==> config.mk <==
export PLATFORM = sky130hd
export DESIGN_NAME = event_scheduler_interrupt_ack
export DESIGN_NICKNAME = d
export VERILOG_FILES = /design/src/hw/rtl/esia_pkg.sv /design/src/hw/rtl/event_scheduler_interrupt_ack.sv
export VERILOG_INCLUDE_DIRS = /design/src /design/src/hw/rtl
export SDC_FILE = /design/constraint.sdc
export NUM_CORES = 2
export LEC_CHECK = 0
export BUFFER_PORTS_ARGS = -buffer_cell sky130_fd_sc_hd__buf_4
export CAP_MARGIN = 10
export CELL_PAD_IN_SITES_DETAIL_PLACEMENT = 1
export CELL_PAD_IN_SITES_GLOBAL_PLACEMENT = 1
export CORE_UTILIZATION = 44
export CTS_BUF_LIST = sky130_fd_sc_hd__clkbuf_8
export CTS_CLUSTER_SIZE = 28
export DETAILED_ROUTE_END_ITERATION = 8
export HOLD_SLACK_MARGIN = 0.12
export PLACE_DENSITY = 0.78
export SLEW_MARGIN = 10
export SYNTH_ARGS = -nofsm -noshare
export SYNTH_HDL_FRONTEND = slang
export SYNTH_SLANG_ARGS = --single-unit
==> constraint.sdc <==
create_clock -name clk -period 13.9 [get_ports clk]
set_clock_uncertainty 0.1 [all_clocks]
set_input_delay 0.695 -clock clk [delete_from_list [all_inputs] [get_ports clk]]
set_output_delay 0.695 -clock clk [all_outputs]
set_load 0.03 [all_outputs]
==> src/hw/rtl/event_scheduler_interrupt_ack_defines.svh <==
// ---------------------------------------------------------------------------
// Assertion macros for the event scheduler
// Shared property forms, clocked on clk and disabled while rst_n is low.
// ---------------------------------------------------------------------------
`ifndef EVENT_SCHEDULER_INTERRUPT_ACK_DEFINES_SVH
`define EVENT_SCHEDULER_INTERRUPT_ACK_DEFINES_SVH

// The consequent must hold in the same cycle as the antecedent.
`define ESIA_ASSERT_IMP(label, ante, cons) \
  label: assert property (@(posedge clk) disable iff (!rst_n) (ante) |-> (cons)) \
    else $error("esia: same-cycle property violated");

// The consequent must hold in the cycle after the antecedent.
`define ESIA_ASSERT_NXT(label, ante, cons) \
  label: assert property (@(posedge clk) disable iff (!rst_n) (ante) |=> (cons)) \
    else $error("esia: next-cycle property violated");

`endif

==> src/hw/rtl/esia_pkg.sv <==
// ---------------------------------------------------------------------------
// Event scheduler package
// Types and fixed codes shared by the event scheduler RTL.
// ---------------------------------------------------------------------------
package esia_pkg;

  localparam int SLOT_W   = 2;
  localparam int TIME_W   = 64;
  localparam int PERIOD_W = 32;
  localparam int IN_W     = 200;
  localparam int OUT_W    = 200;
  localparam int SLOTS    = 3;

  localparam logic [TIME_W-1:0] NEVER_TIME = '1;

  // Item kinds.
  localparam logic KIND_SCHEDULE = 1'b0;
  localparam logic KIND_DISPATCH = 1'b1;

  // Event slots.
  localparam logic [SLOT_W-1:0] SLOT_TIMER = 2'd0;
  localparam logic [SLOT_W-1:0] SLOT_INT   = 2'd1;
  localparam logic [SLOT_W-1:0] SLOT_FRAME = 2'd2;
  localparam logic [SLOT_W-1:0] SLOT_NONE  = 2'd3;

  // Interrupt modes.
  localparam logic [1:0] IM0 = 2'd0;
  localparam logic [1:0] IM1 = 2'd1;
  localparam logic [1:0] IM2 = 2'd2;
  localparam logic [1:0] IM3 = 2'd3;

  // Acknowledge cycle counts and the mode 1 restart address.
  localparam logic [TIME_W-1:0] CYC_IM0 = 64'd11;
  localparam logic [TIME_W-1:0] CYC_IM1 = 64'd13;
  localparam logic [TIME_W-1:0] CYC_IM2 = 64'd19;
  localparam logic [15:0]       RST38_ADDR = 16'h0038;

  localparam logic [PERIOD_W-1:0] PERIOD_RESET = 32'd1;

  typedef struct packed {
    logic              kind;
    logic [SLOT_W-1:0] event_id;
    logic [TIME_W-1:0] event_time;
    logic [TIME_W-1:0] cycle_count;
    logic              iff_req;
    logic [1:0]        int_mode;
    logic [15:0]       stack_ptr;
    logic [15:0]       prog_counter;
    logic [7:0]        refresh;
    logic [15:0]       vector_word;
  } in_item_t;

  typedef struct packed {
    logic [SLOT_W-1:0] next_id;
    logic [TIME_W-1:0] next_time;
    logic [TIME_W-1:0] cycle_count_out;
    logic              timer_fired;
    logic              accepted;
    logic [15:0]       new_pc;
    logic [15:0]       new_sp;
    logic [7:0]        new_refresh;
    logic              mem_write;
    logic [15:0]       mem_addr;
    logic [7:0]        mem_data;
    logic              last;
  } result_t;

endpackage

==> src/hw/rtl/event_scheduler_interrupt_ack.sv <==
// ---------------------------------------------------------------------------
// Event scheduler with interrupt acknowledge
// Tracks three event due times and runs the processor interrupt acknowledge.
// ---------------------------------------------------------------------------
// Usage: each input transaction on the in_ channel is either a schedule item
// (in_tuser = 0), which sets the due time of one event slot, or a dispatch
// item (in_tuser = 1), which fires the earliest scheduled event. Every item
// produces one result transaction on the out_ channel, except an accepted
// interrupt in mode 1 or 2, which produces two: first the write of the high
// byte of PC, then the write of the low byte together with the summary.
// out_tlast marks the final result of an item and out_tuser flags a memory
// byte write. The timer period is loaded through the cfg_ channel, which is
// always ready and must only be written while the block is idle.
// An input transaction passes through the input register and then the
// result register before its first result appears. Throughput is one item
// per cycle while the receiver is ready; an item that pushes PC holds back
// the next one until its pending second result has moved to the output.
// Reset brings every slot to never, the earliest slot to none and the
// period to one. When the receiver stalls, the result is held, the input
// register keeps the next item, and in_tready drops once both are full.
// ---------------------------------------------------------------------------
`include "event_scheduler_interrupt_ack_defines.svh"

module event_scheduler_interrupt_ack (
  input  logic                           clk,
  input  logic                           rst_n,
  // Input channel.
  input  logic                           in_tvalid,
  output logic                           in_tready,
  // in_tdata, low bit up: event_id[2], event_time[64], cycle_count[64],
  // iff_req[1], int_mode[2], stack_ptr[16], prog_counter[16],
  // vector_page[8], refresh[8], vector_word[16], zero fill[3].
  input  logic [esia_pkg::IN_W-1:0]      in_tdata,
  // in_tuser: kind[1].
  input  logic                           in_tuser,
  // Result channel.
  output logic                           out_tvalid,
  input  logic                           out_tready,
  // out_tdata, low bit up: next_id[2], next_time[64], cycle_count_out[64],
  // timer_fired[1], accepted[1], new_pc[16], new_sp[16], new_refresh[8],
  // mem_addr[16], mem_data[8], zero fill[4].
  output logic [esia_pkg::OUT_W-1:0]     out_tdata,
  // out_tuser: mem_write[1].
  output logic                           out_tuser,
  output logic                           out_tlast,
  // Configuration channel: timer_period.
  input  logic                           cfg_valid,
  output logic                           cfg_ready,
  input  logic [esia_pkg::PERIOD_W-1:0]  cfg_data
);

  import esia_pkg::*;

  // Architectural state.
  logic [TIME_W-1:0]   due_r [SLOTS];
  logic [TIME_W-1:0]   due_nxt [SLOTS];
  logic [SLOT_W-1:0]   earliest_slot_r;
  logic [SLOT_W-1:0]   earliest_slot_nxt;
  logic [TIME_W-1:0]   earliest_time_nxt;
  logic [PERIOD_W-1:0] period_r;

  // Input register and the two result registers.
  in_item_t hold_r;
  logic     hold_valid_r;
  result_t  out_r;
  logic     out_valid_r;
  result_t  pend_r;
  logic     pend_valid_r;

  // Datapath results for the item in the input register.
  logic        fired;
  logic        go;
  logic        pushes;
  logic [TIME_W-1:0] cyc_new;
  logic [15:0] pc_new;
  logic [15:0] sp_new;
  result_t     push_res;
  result_t     final_res;

  logic out_free;
  logic step;

  assign cfg_ready = 1'b1;

  // The result register can load when empty or when its transaction completes.
  // An item is processed only when no second result is waiting.
  assign out_free  = !out_valid_r || out_tready;
  assign step      = hold_valid_r && out_free && !pend_valid_r;
  assign in_tready = !hold_valid_r || step;

  // Slot updates for schedule and dispatch.
  always_comb begin
    due_nxt = due_r;
    fired   = 1'b0;
    go      = 1'b0;
    if (hold_r.kind == KIND_SCHEDULE) begin
      // A schedule to the none slot is dropped.
      if (hold_r.event_id != SLOT_NONE) begin
        due_nxt[hold_r.event_id] = hold_r.event_time;
      end
    end else begin
      unique case (earliest_slot_r)
        SLOT_TIMER: begin
          fired               = 1'b1;
          due_nxt[SLOT_TIMER] = due_r[SLOT_TIMER] + {{(TIME_W-PERIOD_W){1'b0}}, period_r};
          go                  = hold_r.iff_req && (due_r[SLOT_INT] == NEVER_TIME);
        end
        SLOT_INT: begin
          go = 1'b1;
        end
        SLOT_FRAME: begin
          due_nxt[SLOT_FRAME] = NEVER_TIME;
        end
        default: begin
        end
      endcase
    end
    if (go) begin
      due_nxt[SLOT_INT] = NEVER_TIME;
    end
  end

  // Earliest slot after the update; the lowest slot wins a tie.
  always_comb begin
    earliest_slot_nxt = SLOT_NONE;
    earliest_time_nxt = NEVER_TIME;
    for (int i = 0; i < SLOTS; i++) begin
      if (due_nxt[i] < earliest_time_nxt) begin
        earliest_slot_nxt = SLOT_W'(i);
        earliest_time_nxt = due_nxt[i];
      end
    end
  end

  // Interrupt acknowledge per mode.
  always_comb begin
    pushes  = 1'b0;
    cyc_new = hold_r.cycle_count;
    pc_new  = hold_r.prog_counter;
    if (go) begin
      unique case (hold_r.int_mode)
        IM0: begin
          cyc_new = hold_r.cycle_count + CYC_IM0;
        end
        IM1: begin
          cyc_new = hold_r.cycle_count + CYC_IM1;
          pushes  = 1'b1;
          pc_new  = RST38_ADDR;
        end
        IM2: begin
          cyc_new = hold_r.cycle_count + CYC_IM2;
          pushes  = 1'b1;
          pc_new  = hold_r.vector_word;
        end
        IM3: begin
        end
      endcase
    end
    sp_new = pushes ? (hold_r.stack_ptr - 16'd2) : hold_r.stack_ptr;
  end

  always_comb begin
    push_res           = '0;
    push_res.mem_write = 1'b1;
    push_res.mem_addr  = hold_r.stack_ptr - 16'd1;
    push_res.mem_data  = hold_r.prog_counter[15:8];
    push_res.last      = 1'b0;

    final_res.next_id         = earliest_slot_nxt;
    final_res.next_time       = earliest_time_nxt;
    final_res.cycle_count_out = cyc_new;
    final_res.timer_fired     = fired;
    final_res.accepted        = go;
    final_res.new_pc          = pc_new;
    final_res.new_sp          = sp_new;
    final_res.new_refresh     = go ? {hold_r.refresh[7], hold_r.refresh[6:0] + 7'd1}
                                   : hold_r.refresh;
    final_res.mem_write       = pushes;
    final_res.mem_addr        = pushes ? (hold_r.stack_ptr - 16'd2) : 16'd0;
    final_res.mem_data        = pushes ? hold_r.prog_counter[7:0] : 8'd0;
    final_res.last            = 1'b1;
  end

  // Control and state registers.
  always_ff @(posedge clk) begin
    if (!rst_n) begin
      for (int i = 0; i < SLOTS; i++) begin
        due_r[i] <= NEVER_TIME;
      end
      earliest_slot_r <= SLOT_NONE;
      period_r        <= PERIOD_RESET;
      hold_valid_r    <= 1'b0;
      out_valid_r     <= 1'b0;
      pend_valid_r    <= 1'b0;
    end else begin
      if (cfg_valid && cfg_ready) begin
        period_r <= cfg_data;
      end
      if (in_tvalid && in_tready) begin
        hold_valid_r <= 1'b1;
      end else if (step) begin
        hold_valid_r <= 1'b0;
      end
      if (step) begin
        due_r           <= due_nxt;
        earliest_slot_r <= earliest_slot_nxt;
        out_valid_r     <= 1'b1;
        pend_valid_r    <= pushes;
      end else if (pend_valid_r && out_free) begin
        out_valid_r  <= 1'b1;
        pend_valid_r <= 1'b0;
      end else if (out_tready) begin
        out_valid_r <= 1'b0;
      end
    end
  end

  // Payload registers.
  always_ff @(posedge clk) begin
    if (in_tvalid && in_tready) begin
      hold_r.kind         <= in_tuser;
      hold_r.event_id     <= in_tdata[1:0];
      hold_r.event_time   <= in_tdata[65:2];
      hold_r.cycle_count  <= in_tdata[129:66];
      hold_r.iff_req      <= in_tdata[130];
      hold_r.int_mode     <= in_tdata[132:131];
      hold_r.stack_ptr    <= in_tdata[148:133];
      hold_r.prog_counter <= in_tdata[164:149];
      hold_r.refresh      <= in_tdata[180:173];
      hold_r.vector_word  <= in_tdata[196:181];
    end
    if (step) begin
      out_r  <= pushes ? push_res : final_res;
      pend_r <= final_res;
    end else if (pend_valid_r && out_free) begin
      out_r <= pend_r;
    end
  end

  assign out_tvalid = out_valid_r;
  assign out_tuser  = out_r.mem_write;
  assign out_tlast  = out_r.last;
  assign out_tdata  = {4'd0, out_r.mem_data, out_r.mem_addr, out_r.new_refresh,
                       out_r.new_sp, out_r.new_pc, out_r.accepted, out_r.timer_fired,
                       out_r.cycle_count_out, out_r.next_time, out_r.next_id};

  // A second result only waits behind a first one still on the output.
  `ESIA_ASSERT_IMP(a_pend_behind_out, pend_valid_r, out_valid_r)
  // A non-final result is the high-byte push, so its low-byte result waits.
  `ESIA_ASSERT_IMP(a_first_has_pend, out_valid_r && !out_r.last,
                   pend_valid_r && out_r.mem_write)
  // No earliest slot means every slot is never.
  `ESIA_ASSERT_IMP(a_none_all_never, earliest_slot_r == SLOT_NONE,
                   (due_r[SLOT_TIMER] == NEVER_TIME) && (due_r[SLOT_INT] == NEVER_TIME) &&
                   (due_r[SLOT_FRAME] == NEVER_TIME))
  // Dispatching an interrupt event always clears its slot.
  `ESIA_ASSERT_NXT(a_int_cleared,
                   step && (hold_r.kind == KIND_DISPATCH) && (earliest_slot_r == SLOT_INT),
                   due_r[SLOT_INT] == NEVER_TIME)
  // An item in the input register is never dropped without being processed.
  `ESIA_ASSERT_NXT(a_hold_kept, hold_valid_r && !step, hold_valid_r)

endmodule

==> run summary <==
CTS
-----------------------------------------------------------------------------------
Postcts setup bufs                                                                0
Clock tree from TritonCTS                                                      done
Clock-pin slew on the worst setup and hold paths                              70 ps
Clock latency on the worst-skew pair                                         830 ps
CTS hold repair buffers                                                         224
Clock buffer depth                                                                3
Clock sink count                                                                814
Number of buffers created by CTS                                                146
Clock Tree Root                                                        sky130_fd_sc_hd__clkbuf_8
CTS resizes                                                                       0
Clock H-tree levels                                                               4

PLACED DESIGN
-----------------------------------------------------------------------------------
Routability congestion estimate                                               0.905
Dpl hpwl                                                                  97,500 um
Count of placed standard cells including taps                                 5,206
Count of port buffers added during placement                                    426

ROUTE
-----------------------------------------------------------------------------------
Total via count after detailed routing                                       34,200
Number of DRC markers after the initial detailed-route iteration              2,862
Via density per instance                                                       6.00
Antenna Nets Post-Route                                                           0
Detailed Route WL                                                        146,000 um
Number of remaining DRC errors                                                    0
Iteration count of the initial detailed-routing pass                              6
Wirelength per Cell                                                         25.7 um

CRITICAL PATH
-----------------------------------------------------------------------------------
Crit-path max FO                                                                 64
Highest cell delay on the worst timing path                                  700 ps
Worst setup slack for register-to-register paths                            3240 ps
Cell at the slowest stage of the critical path                         sky130_fd_sc_hd__o21ai_0
Worst EP required                                                         14,340 ps
Cell repeated most along the worst path                                sky130_fd_sc_hd__o21ai_0
Setup crit start kind                                                     flip-flop
Type of destination of the critical path                                  flip-flop
Critical path arrival                                                     11,100 ps
Category of the critical setup timing path                                  reg2reg

TIMING
-----------------------------------------------------------------------------------
Total negative slack for setup checks                                          0 ps
Final clock period utilization by the worst path                              76.7%
Slew margin rel.                                                              25.7%
Max Clock Freq                                                             93.8 MHz
Tightest Pin Transition                                                     1110 ps
Setup repair after global routing missed its margin                              no
Final-report setup violation count                                                0
Post-layout minimum cycle time                                            10,660 ps
Number of hold violations in the final report                                     0
Final Max Tran Viols                                                              0

GLOBAL ROUTE
-----------------------------------------------------------------------------------
Vias in the first global route                                               35,300
GRT Overall Usage                                                             30.9%
Number of antenna violations at the first check in global routing                 6
Largest net degree at the start of global routing                               192
Global-route wire length before repair                                   219,000 um
Total grt overflow                                                                0

CELLS AND AREA
-----------------------------------------------------------------------------------
Sequential cell area                                                    22,200 um^2
Count of placed standard cells in the final layout, fillers left out          5,695
Layout cells sized above 1                                                    16.2%
Count of fill cells added during filler insertion                             9,690
Synth-to-Final Area Change                                                    22.6%
Number of nets at the end of the flow                                         4,814
Multi-input combinational cell area                                     16,900 um^2

SYNTHESIS
-----------------------------------------------------------------------------------
Dominant cells by area after synthesis                                 sky130_fd_sc_hd__edfxtp_1, sky130_fd_sc_hd__dfxtp_1, sky130_fd_sc_hd__nand2_1
Top cell types by occurrence after synthesis                           sky130_fd_sc_hd__nand2_1, sky130_fd_sc_hd__edfxtp_1, sky130_fd_sc_hd__dfxtp_1
Synth Area in XOR/XNOR                                                        2.77%
Gate count of the mapped netlist                                              3,800
Post-synthesis register bit count                                               814
Post-synth cell types                                                            99
Share of the yosys chip area belonging to registers                           54.8%
Multiplexer share of the synthesized area                                     3.31%
Synth Area in Adders                                                          5.42%
Share of synthesized flip-flops with an asynchronous set or reset                0%
Post-synthesis compound-gate area fraction                                    15.1%
Avg Synthesized Cell Area                                                 10.6 um^2
Cell type with the highest aggregate area in the netlist               sky130_fd_sc_hd__edfxtp_1
Cell with the most instances after synthesis                           sky130_fd_sc_hd__nand2_1
Number of warnings printed during yosys synthesis                                 0
Synthesized-area fraction occupied by and/or/nand/nor cells                   15.0%
Area share of the leading cell type in the synthesized netlist                43.4%
Most common flop cell mapped by yosys                                  sky130_fd_sc_hd__edfxtp_1
Mapped cell area                                                        40,400 um^2
Largest family of logic cells by synthesized area                      compound AO/OA/AOI/OAI gates
EDFF count, synth                                                               585

FLOORPLAN
-----------------------------------------------------------------------------------
Vertical die dimension                                                       305 um
Overall die width                                                            305 um
Number of cell rows                                                             110
Number of ports placed on the die boundary                                      443
Core area                                                               90,600 um^2
Die Outline Area                                                        93,100 um^2
Initial core utilization                                                      44.7%

PWR
-----------------------------------------------------------------------------------
Standby leakage power                                                       20.4 nW
Worst-case vdd ir drop                                                    0.0971 mV
Power per cell area                                                     149 nW/um^2

FLOW RUN
-----------------------------------------------------------------------------------
Count of max-cap constraint violations                                            0

RUN STATUS
-----------------------------------------------------------------------------------
Result of the run                                                      finished clean

MIN PATH
-----------------------------------------------------------------------------------
Class of the worst hold path                                                 in2reg

stage by stage:
step | util, % | power (mW) | setup WS, ps | hold WS [ps] | instance area, um^2
after floorplan | - | 4.43 | 4050 | 326 | 40500
after global placement | 49.2 | 5.04 | 3600 | 334 | 44600
after detailed placement | 49.2 | 5.12 | 3460 | 346 | 44600
after CTS | 54.8 | 7.36 | 3450 | 150 | 49600
after global routing | 54.8 | 7.70 | 2790 | 200 | 49600
final | 54.8 | 7.39 | 3240 | 228 | 49600
power breakdown:
group | switching [mW] | internal, mW
logic | 1.35 | 0.783
registers | 0.149 | 2.90
clock network | 1.06 | 1.14
total | 2.56 | 4.82
state kept, by name, summed over array words and instances (netlist names):
signal	count
out_tlast	1
out_tvalid	1
earliest_slot_r	2
out_tdata	196
hold_r	190
hold_valid_r	1
pend_valid_r	1
out_tuser	1
due_r	192
period_r	32
pend_r	197
cell type report:
| cell class | instances | share of cell area, % |
|---|---|---|
| Inverter | 124 | 0.956 |
| Timing Repair Buffer | 697 | 11.7 |
| Multi-Input combinational cell | 2619 | 34.1 |
| Clock buffer | 161 | 4.47 |
| Tap cell | 1176 | 2.97 |
| Clock inverter | 101 | 1.12 |
| Antenna cell | 3 | 0.0151 |
| Sequential cell | 814 | 44.7 |
cells in the final DEF, fill, tap and decap left out, drive strengths merged, types with 34 or more instances in the layout:
cell type / count
nand3: 172
nand2: 624
buf: 473
dfxtp: 229
ha: 172
xor2: 58
a21o: 55
edfxtp: 585
nor3: 34
clkinv: 43
nor2b: 44
nand4: 70
inv: 172
dlygate4sd3: 224
and3: 40
o211ai: 148
xnor2: 70
clkbuf: 161
o21ai: 135
nor2: 176
a21oi: 150
mux2i: 118
o22ai: 79
a22o: 151
worst paths after layout:
| check | start | end | cells after the start |
|---|---|---|---|
| hold / removal | rst_n | due_r[83]$_SDFFE_PN1P_ | 2 |
| hold reg to reg | due_r[28]$_SDFFE_PN1P_ | due_r[28]$_SDFFE_PN1P_ | 2 |
| setup / recovery | due_r[128]$_SDFFE_PN1P_ | out_tdata[30]$_DFFE_PP_ | 33 |
| setup reg to reg | due_r[128]$_SDFFE_PN1P_ | out_tdata[30]$_DFFE_PP_ | 33 |
per-layer routing:
layer	GRT usage, %	vias up	wire length [um]
li1	-	15300	-
met1	37.7	17200	58200
met2	52.9	1335	71900
met3	5.04	370	9000
met4	15.2	4	7240
met5	0	-	27
critical path: cells and delay by family (launching register included):
family	cells	cell delay, ps
compound gates	15	5020
simple gates	9	1470
fa+ha+maj	4	1410
buf+inv	3	1300
mux	1	450
flops	1	380
xor+xnor	1	190
logic make-up after synthesis:
logic type      after synthesis
compound gates              875
xor+xnor                    128
fa+ha+maj                   174
buf+inv                     370
flops                       814
mux                         132
other cells                   2
simple gates               1305
No activity file was read; power rests on OpenSTA's default activity.
